**config.mk**
```make
export PLATFORM = sky130hd
export DESIGN_NAME = save_image_region_checksum_check_core
export DESIGN_NICKNAME = d
export VERILOG_FILES = /design/src/sirc_pkg.sv /design/src/sirc_scan.sv /design/src/save_image_region_checksum_check_core.sv
export VERILOG_INCLUDE_DIRS = /design/src /design/src/src
export SDC_FILE = /design/constraint.sdc
export NUM_CORES = 1
export LEC_CHECK = 0
export BUFFER_PORTS_ARGS = -buffer_cell sky130_fd_sc_hd__buf_2
export CORE_MARGIN = 1
export CORE_UTILIZATION = 49
export DETAILED_ROUTE_END_ITERATION = 16
export PLACE_DENSITY = 0.64
export SYNTH_ARGS = -nofsm -noshare
export SYNTH_HDL_FRONTEND = slang
export SYNTH_SLANG_ARGS = --single-unit
```
**constraint.sdc**
```tcl
create_clock -name i_clk -period 10.5 [get_ports i_clk]
set_input_delay 3.15 -clock i_clk [delete_from_list [all_inputs] [get_ports i_clk]]
set_output_delay 3.15 -clock i_clk [all_outputs]
set_load 0.05 [all_outputs]
```
**src/save_image_region_checksum_check_core_assert.svh**
```systemverilog
// Assertion macros for the save image region checksum checker.
// Included by the top level; depends on no other file.
`ifndef SAVE_IMAGE_REGION_CHECKSUM_CHECK_CORE_ASSERT_SVH
`define SAVE_IMAGE_REGION_CHECKSUM_CHECK_CORE_ASSERT_SVH
`ifndef SYNTHESIS
// Clocked assertion, disabled while reset is low
`define SIRC_ASSERT(lbl, clk, rst_n, prop) \
    lbl: assert property (@(posedge clk) disable iff (!rst_n) prop) \
        else $error("sirc assertion failed");
// Clocked assertion that is checked during reset as well
`define SIRC_ASSERT_ALWAYS(lbl, clk, prop) \
    lbl: assert property (@(posedge clk) prop) \
        else $error("sirc assertion failed");
`else
`define SIRC_ASSERT(lbl, clk, rst_n, prop)
`define SIRC_ASSERT_ALWAYS(lbl, clk, prop)
`endif
`endif

```
**src/sirc_pkg.sv**
```systemverilog
// Shared types, constants and helpers for the save image region checksum checker.
// Used by sirc_scan and the top level; depends on nothing.
package sirc_pkg;

    localparam int unsigned IMAGE_BYTES_DEF = 512;
    localparam int unsigned POS_W           = 10;
    localparam int unsigned REGION_COUNT    = 6;
    localparam int unsigned FAIL_W          = 3;

    localparam logic [FAIL_W-1:0] NO_FAILURE = 3'd6;
    localparam logic [16:0]       ADLER_MOD  = 17'd65521;

    // First byte of each big-endian stored checksum (four bytes, word aligned)
    localparam logic [POS_W-1:0] SUM_OFFSET [REGION_COUNT] =
        '{10'h000, 10'h010, 10'h024, 10'h020, 10'h0EC, 10'h0E8};
    // First and last byte of each checked data region
    localparam logic [POS_W-1:0] REGION_FIRST [REGION_COUNT] =
        '{10'h004, 10'h014, 10'h028, 10'h038, 10'h0F0, 10'h100};
    localparam logic [POS_W-1:0] REGION_LAST [REGION_COUNT] =
        '{10'h00F, 10'h01F, 10'h037, 10'h0E7, 10'h0FF, 10'h1AF};

    // Per-image outcome handed from the scanner to the output register
    typedef struct packed {
        logic              length_wrong;
        logic [FAIL_W-1:0] failed_region;
        logic              image_valid;
    } t_scan_result;

    // Add two residues and fold back below the modulus with one subtract
    function automatic logic [15:0] mod_add(input logic [15:0] x, input logic [15:0] y);
        logic [16:0] s;
        s = {1'b0, x} + {1'b0, y};
        if (s >= ADLER_MOD) begin
            s = s - ADLER_MOD;
        end
        return s[15:0];
    endfunction

endpackage

```
**src/sirc_scan.sv**
```systemverilog
// Image scanner: byte position, running Adler sums, stored checksums, first failure.
// Depends on sirc_pkg.
module sirc_scan #(
    parameter int unsigned IMAGE_BYTES = sirc_pkg::IMAGE_BYTES_DEF
) (
    input  logic                    i_clk,
    input  logic                    i_rst_n,
    input  logic                    i_take,
    input  logic [7:0]              i_byte,
    input  logic                    i_final,
    output sirc_pkg::t_scan_result  o_result
);

    localparam logic [sirc_pkg::POS_W-1:0] LAST_POS    = sirc_pkg::POS_W'(IMAGE_BYTES - 1);
    localparam logic [sirc_pkg::POS_W-1:0] IMAGE_LIMIT = sirc_pkg::POS_W'(IMAGE_BYTES);

    logic [sirc_pkg::POS_W-1:0]  r_pos;
    logic [15:0]                 r_sum_low;
    logic [15:0]                 r_sum_high;
    logic [31:0]                 r_stored [sirc_pkg::REGION_COUNT];
    logic [sirc_pkg::FAIL_W-1:0] r_first_fail;
    logic                        r_len_err;

    logic                                pos_ok;
    logic [sirc_pkg::REGION_COUNT-1:0]   cap;
    logic [sirc_pkg::REGION_COUNT-1:0]   in_reg;
    logic [sirc_pkg::REGION_COUNT-1:0]   at_end;
    logic [15:0]                         sum_low_add;
    logic [15:0]                         sum_high_add;
    logic                                mismatch;
    logic [sirc_pkg::FAIL_W-1:0]         end_idx;
    logic [sirc_pkg::FAIL_W-1:0]         n_first_fail;
    logic                                wrong;

    // Decode the current position against the fixed layout
    always_comb begin
        pos_ok = (r_pos < IMAGE_LIMIT);
        for (int k = 0; k < sirc_pkg::REGION_COUNT; k++) begin
            cap[k]    = pos_ok && (r_pos[sirc_pkg::POS_W-1:2] ==
                                   sirc_pkg::SUM_OFFSET[k][sirc_pkg::POS_W-1:2]);
            in_reg[k] = pos_ok && (r_pos >= sirc_pkg::REGION_FIRST[k]) &&
                        (r_pos <= sirc_pkg::REGION_LAST[k]);
            at_end[k] = pos_ok && (r_pos == sirc_pkg::REGION_LAST[k]);
        end
    end

    // Advance both sums and compare at a region's last byte
    always_comb begin
        sum_low_add  = sirc_pkg::mod_add(r_sum_low, {8'd0, i_byte});
        sum_high_add = sirc_pkg::mod_add(r_sum_high, sum_low_add);
        mismatch     = 1'b0;
        end_idx      = '0;
        for (int k = 0; k < sirc_pkg::REGION_COUNT; k++) begin
            if (at_end[k]) begin
                end_idx = sirc_pkg::FAIL_W'(k);
                if ({sum_high_add, sum_low_add} != r_stored[k]) begin
                    mismatch = 1'b1;
                end
            end
        end
        n_first_fail = (r_first_fail == sirc_pkg::NO_FAILURE && mismatch) ?
                       end_idx : r_first_fail;
        wrong        = r_len_err || (r_pos != LAST_POS);
    end

    // Outcome if the current item closes the image
    assign o_result.image_valid   = !wrong && (n_first_fail == sirc_pkg::NO_FAILURE);
    assign o_result.failed_region = n_first_fail;
    assign o_result.length_wrong  = wrong;

    // Update scan state; a final item returns everything to reset values
    always_ff @(posedge i_clk) begin
        if (!i_rst_n || (i_take && i_final)) begin
            r_pos        <= '0;
            r_sum_low    <= 16'd1;
            r_sum_high   <= '0;
            r_first_fail <= sirc_pkg::NO_FAILURE;
            r_len_err    <= 1'b0;
            for (int k = 0; k < sirc_pkg::REGION_COUNT; k++) begin
                r_stored[k] <= '0;
            end
        end else if (i_take) begin
            if (pos_ok) begin
                r_pos <= r_pos + 1'b1;
            end else begin
                r_len_err <= 1'b1;
            end
            for (int k = 0; k < sirc_pkg::REGION_COUNT; k++) begin
                if (cap[k]) begin
                    r_stored[k] <= {r_stored[k][23:0], i_byte};
                end
            end
            if (|in_reg) begin
                if (|at_end) begin
                    r_sum_low  <= 16'd1;
                    r_sum_high <= '0;
                end else begin
                    r_sum_low  <= sum_low_add;
                    r_sum_high <= sum_high_add;
                end
            end
            r_first_fail <= n_first_fail;
        end
    end

endmodule

```
**src/save_image_region_checksum_check_core.sv**
```systemverilog
// Save image region checksum checker: one byte per cycle, one verdict per image.
// The final byte is held in the input register, and its verdict is then loaded into the output register.
// Throughput: one byte per cycle, set by the combinational Adler update in sirc_scan;
// a final byte waits in the input register only while the previous verdict is held.
// Reset: synchronous active-low i_rst_n empties both registers and restarts the image.
// Depends on sirc_pkg, sirc_scan and save_image_region_checksum_check_core_assert.svh.
`include "save_image_region_checksum_check_core_assert.svh"
module save_image_region_checksum_check_core #(
    parameter int unsigned IMAGE_BYTES = sirc_pkg::IMAGE_BYTES_DEF
) (
    input  logic       i_clk,
    input  logic       i_rst_n,
    input  logic       i_s_axis_tvalid,
    output logic       o_s_axis_tready,
    input  logic [7:0] i_s_axis_tdata,   // [7:0] image_byte
    input  logic       i_s_axis_tlast,   // final_byte
    output logic       o_m_axis_tvalid,
    input  logic       i_m_axis_tready,
    output logic [7:0] o_m_axis_tdata    // [0] image_valid, [3:1] failed_region,
                                         // [4] length_wrong, [7:5] zero
);

    logic                   r_in_valid;
    logic [7:0]             r_in_byte;
    logic                   r_in_final;
    logic                   r_out_valid;
    sirc_pkg::t_scan_result r_out_result;

    logic                   advance;
    sirc_pkg::t_scan_result scan_result;

    // Only a final item needs room in the output register
    assign advance         = r_in_valid && (!r_in_final || !r_out_valid || i_m_axis_tready);
    assign o_s_axis_tready = !r_in_valid || advance;

    // Hold the accepted item in the input register until the scanner takes it
    always_ff @(posedge i_clk) begin
        if (!i_rst_n) begin
            r_in_valid <= 1'b0;
        end else if (o_s_axis_tready) begin
            r_in_valid <= i_s_axis_tvalid;
        end
    end

    always_ff @(posedge i_clk) begin
        if (o_s_axis_tready && i_s_axis_tvalid) begin
            r_in_byte  <= i_s_axis_tdata;
            r_in_final <= i_s_axis_tlast;
        end
    end

    sirc_scan #(
        .IMAGE_BYTES (IMAGE_BYTES)
    ) u_scan (
        .i_clk    (i_clk),
        .i_rst_n  (i_rst_n),
        .i_take   (advance),
        .i_byte   (r_in_byte),
        .i_final  (r_in_final),
        .o_result (scan_result)
    );

    // Load the verdict on a final item, drop it when taken
    always_ff @(posedge i_clk) begin
        if (!i_rst_n) begin
            r_out_valid <= 1'b0;
        end else if (advance && r_in_final) begin
            r_out_valid <= 1'b1;
        end else if (i_m_axis_tready) begin
            r_out_valid <= 1'b0;
        end
    end

    always_ff @(posedge i_clk) begin
        if (advance && r_in_final) begin
            r_out_result <= scan_result;
        end
    end

    assign o_m_axis_tvalid = r_out_valid;
    assign o_m_axis_tdata  = {3'b000, r_out_result.length_wrong,
                              r_out_result.failed_region, r_out_result.image_valid};

    // A new verdict appears only after a final item was processed
    `SIRC_ASSERT(a_out_after_final, i_clk, i_rst_n,
        $rose(r_out_valid) |-> $past(advance && r_in_final))
    // A stalled item in the input register is kept
    `SIRC_ASSERT(a_in_held, i_clk, i_rst_n,
        (r_in_valid && !advance) |=> (r_in_valid && $stable(r_in_byte) && $stable(r_in_final)))
    // A good image carries no failing region and a correct length
    `SIRC_ASSERT(a_valid_consistent, i_clk, i_rst_n,
        (r_out_valid && r_out_result.image_valid) |->
        (r_out_result.failed_region == sirc_pkg::NO_FAILURE && !r_out_result.length_wrong))

endmodule

```
==> results.py <==
metrics = {
    "outcome": {
        "outcome": "complete, no violations",
    },
    "sta": {
        "layout_setup_ws_ns": 0.1739,
        "finalSetupTns_ns": 0,
        "skew_ns": 0.01964,
        "maxSlewHeadroom": 0.1641,
        "hold_violations": 0,
        "fin_crit_sh": 0.9834,
        "period_needed_ns": 10.33,
        "slew_viol_final": 0,
        "fmax_mhz": 96.84,
        "whs_ns": 0.4674,
        "setup-violations-final": 0,
        "worst_pin_slew_ns": 1.246,
    },
    "clock_tree": {
        "cts_made_buffers": 29,
        "clockRootBuffer": "clkbuf_16",
        "insertion_delay_ns": 0.61,
        "clk_path_buf_depth": 3,
        "cts_max_level": 1,
        "cts_hold_buf": 0,
        "tritoncts": "yes",
        "clk_pin_slew_ns": 0.06,
        "cts_setup_buffers": 0,
        "clock-sinks": 254,
    },
    "worst_setup_path": {
        "path_class": "reg2reg",
        "critical_path_required_ns": 10.85,
        "crit_top_cell": "nand4_1",
        "cp_slowest_cell": "or3_1",
        "worst-path-max-fanout": 16,
        "start_kind": "flop",
        "critPathCaptureType": "flop",
        "crit_arrival_ns": 10.68,
        "cpPeakStageDelay_ns": 0.70,
    },
    "hold_path": {
        "hp-class": "reg2reg",
    },
    "power_and_ir_drop": {
        "vdd_ir_drop_max_uv": 143.6,
        "p_total_mw": 2.569,
        "leakagePower_nw": 7.276,
        "power.density_nw_per_um2": 132.3,
    },
    "synth": {
        "synth_edf_count": 206,
        "synthTopCellsByArea": "edfxtp_1 36%, xnor2_1 6.0%, and2_1 5.8%",
        "synthArstFlopShare": 0,
        "syn-cell-area_um2": 17380,
        "yosysUniqueCellTypes": 96,
        "synthCells": 1837,
        "yosys.area.top_type": "edfxtp_1",
        "yosysSeqAreaShare": 0.4113,
        "ys_ff_latch": 254,
        "syn_avg_cell_area_um2": 9.459,
        "synth_flop_cell": "edfxtp_1",
        "yosysWarnings": 0,
        "synth_top_area_share": 0.3560,
    },
    "final_layout": {
        "drive_above_1_share": 0.1155,
        "final_net_count": 1938,
        "fin_cells": 2371,
        "area_growth_pct": 11.72,
    },
    "routing": {
        "vias": 16480,
        "wl_met2_um": 32620,
        "routed_wl_um": 78240,
        "drc": 0,
        "ant_nets": 0,
        "wl_met3_um": 8956,
        "first_pass_iters": 5,
        "wire_per_inst_um": 33.00,
        "top_layer": "met5",
        "via_per_inst": 6.952,
        "drt-initial-drc-count": 2527,
        "met1_length_um": 30880,
    },
    "global_routing": {
        "grt_usage": 0.4285,
        "grt_max_degree": 45,
        "grt_pass1_vias": 14820,
        "grt_pass1_wl_um": 109300,
        "gr-total-overflow": 0,
        "antenna_found_initial": 2,
    },
    "placed_design": {
        "dp_slack_ns": -0.2818,
        "portBuffers": 19,
        "post-dp-hpwl_um": 60560,
        "gp_congestion": 1.148,
        "placedCellCount": 2315,
    },
    "flow_run": {
        "drv_cap": 0,
    },
    "floorplan": {
        "io_pins": 23,
        "die_h_um": 190.3,
        "initial_utilization": 0.5005,
        "rows": 68,
        "die-area_um2": 36220,
        "die_w_um": 190.3,
        "core_area_um2": 34710,
    },
}
[cell families after synthesis]
logic type	Yosys count	synth area share
fa+ha+maj	34	0.02535
simple gates	783	0.2399
flops	254	0.4113
compound gates	415	0.1732
other cells	1	0.0002158
mux	14	0.008425
xor+xnor	191	0.1082
buf+inv	145	0.03334
[cell usage after synthesis (22+ instances only)]
master / n
a21oi_1: 65
a22oi_1: 32
a31oi_1: 22
and2_1: 161
and3_1: 55
clkbuf_1: 78
dfxtp_1: 48
edfxtp_1: 206
ha_1: 32
inv_1: 43
nand2_1: 111
nand3_1: 55
nand4_1: 45
nor2_1: 168
nor3_1: 53
nor4_1: 30
o21ai_0: 66
or3_1: 25
xnor2_1: 120
xor2_1: 56
[sequential cells by signal (all words and copies together) (netlist names), 3 cells and up]
| name | cells |
|---|---|
| o_m_axis_tdata | 5 |
| r_in_byte | 8 |
| u_scan.r_first_fail | 3 |
| u_scan.r_pos | 10 |
| u_scan.r_stored | 192 |
| u_scan.r_sum_high | 16 |
| u_scan.r_sum_low | 16 |
[worst max-delay path, delay by kind of cell (launching register included)]
kind                       cells  cell delay, ns
xor gates and xnor gates       1            0.42
adders and majority gates      3            1.10
buffers and inverters          4            0.81
DFF                            1            0.54
AOI/OAI and AO/OA             12            4.08
muxes                          1            0.18
and+or+nand+nor                8            2.90
[cells in the final DEF, fill, tap and decap left out, types with 65 or more instances in the layout]
cell type  synthesis  layout
and2_1           161     161
xnor2_1          120     119
nor2_1           168     167
buf_4              5     103
edfxtp_1         206     206
nand2_1          111     110
o21ai_0           66      65
a21oi_1           65      65
[routing by layer]
metal / track usage / vias up
met5: 0 / -
met4: 0.2538 / 2
met3: 0.09404 / 284
met2: 0.6221 / 1166
met1: 0.5844 / 8044
li1: - / 6987
[path summary, 6_finish.rpt]
path / startpoint / end / slack, ns / cells past startpoint
setup / recovery: r_in_byte[0] / o_m_axis_tdata[1] / 0.17 / 29
hold / removal: u_scan.r_len_err / u_scan.r_len_err / 0.47 / 2
setup reg to reg: r_in_byte[0] / o_m_axis_tdata[1] / 0.17 / 29
hold reg to reg: u_scan.r_len_err / u_scan.r_len_err / 0.47 / 2
[where the power goes]
part	switching [mW]	total [mW]	leakage (nW)	internal (mW)
combinational	0.249	0.375	4.31	0.126
sequential	0.0547	1.19	2.52	1.13
clock	0.446	1.01	0.448	0.560
total	0.750	2.57	7.28	1.82
[what timing repair did]
item	in CTS	in global routing
hold endpoints to repair	0	0
endpoints found under the setup margin	6	6
gates resized for setup	2	6
[stage by stage]
step | util | area, um^2
2_1_floorplan | - | 17380
3_3_place_gp | 0.5313 | 18440
3_5_place_dp | 0.5313 | 18440
4_1_cts | 0.5579 | 19370
5_1_grt | 0.5590 | 19410
6_report | 0.5592 | 19410
[final cells by class]
type	instances	area [um^2]
tap	455	569.3
sequential	254	7147
clock buffer	34	744.5
multi-input combinational	1440	9737
timing repair buffer	122	868.3
fill	3068	15300
inverter	44	165.2
clock inverter	20	175.2
antenna	2	5.005
Power figures use the tool's default switching activity.
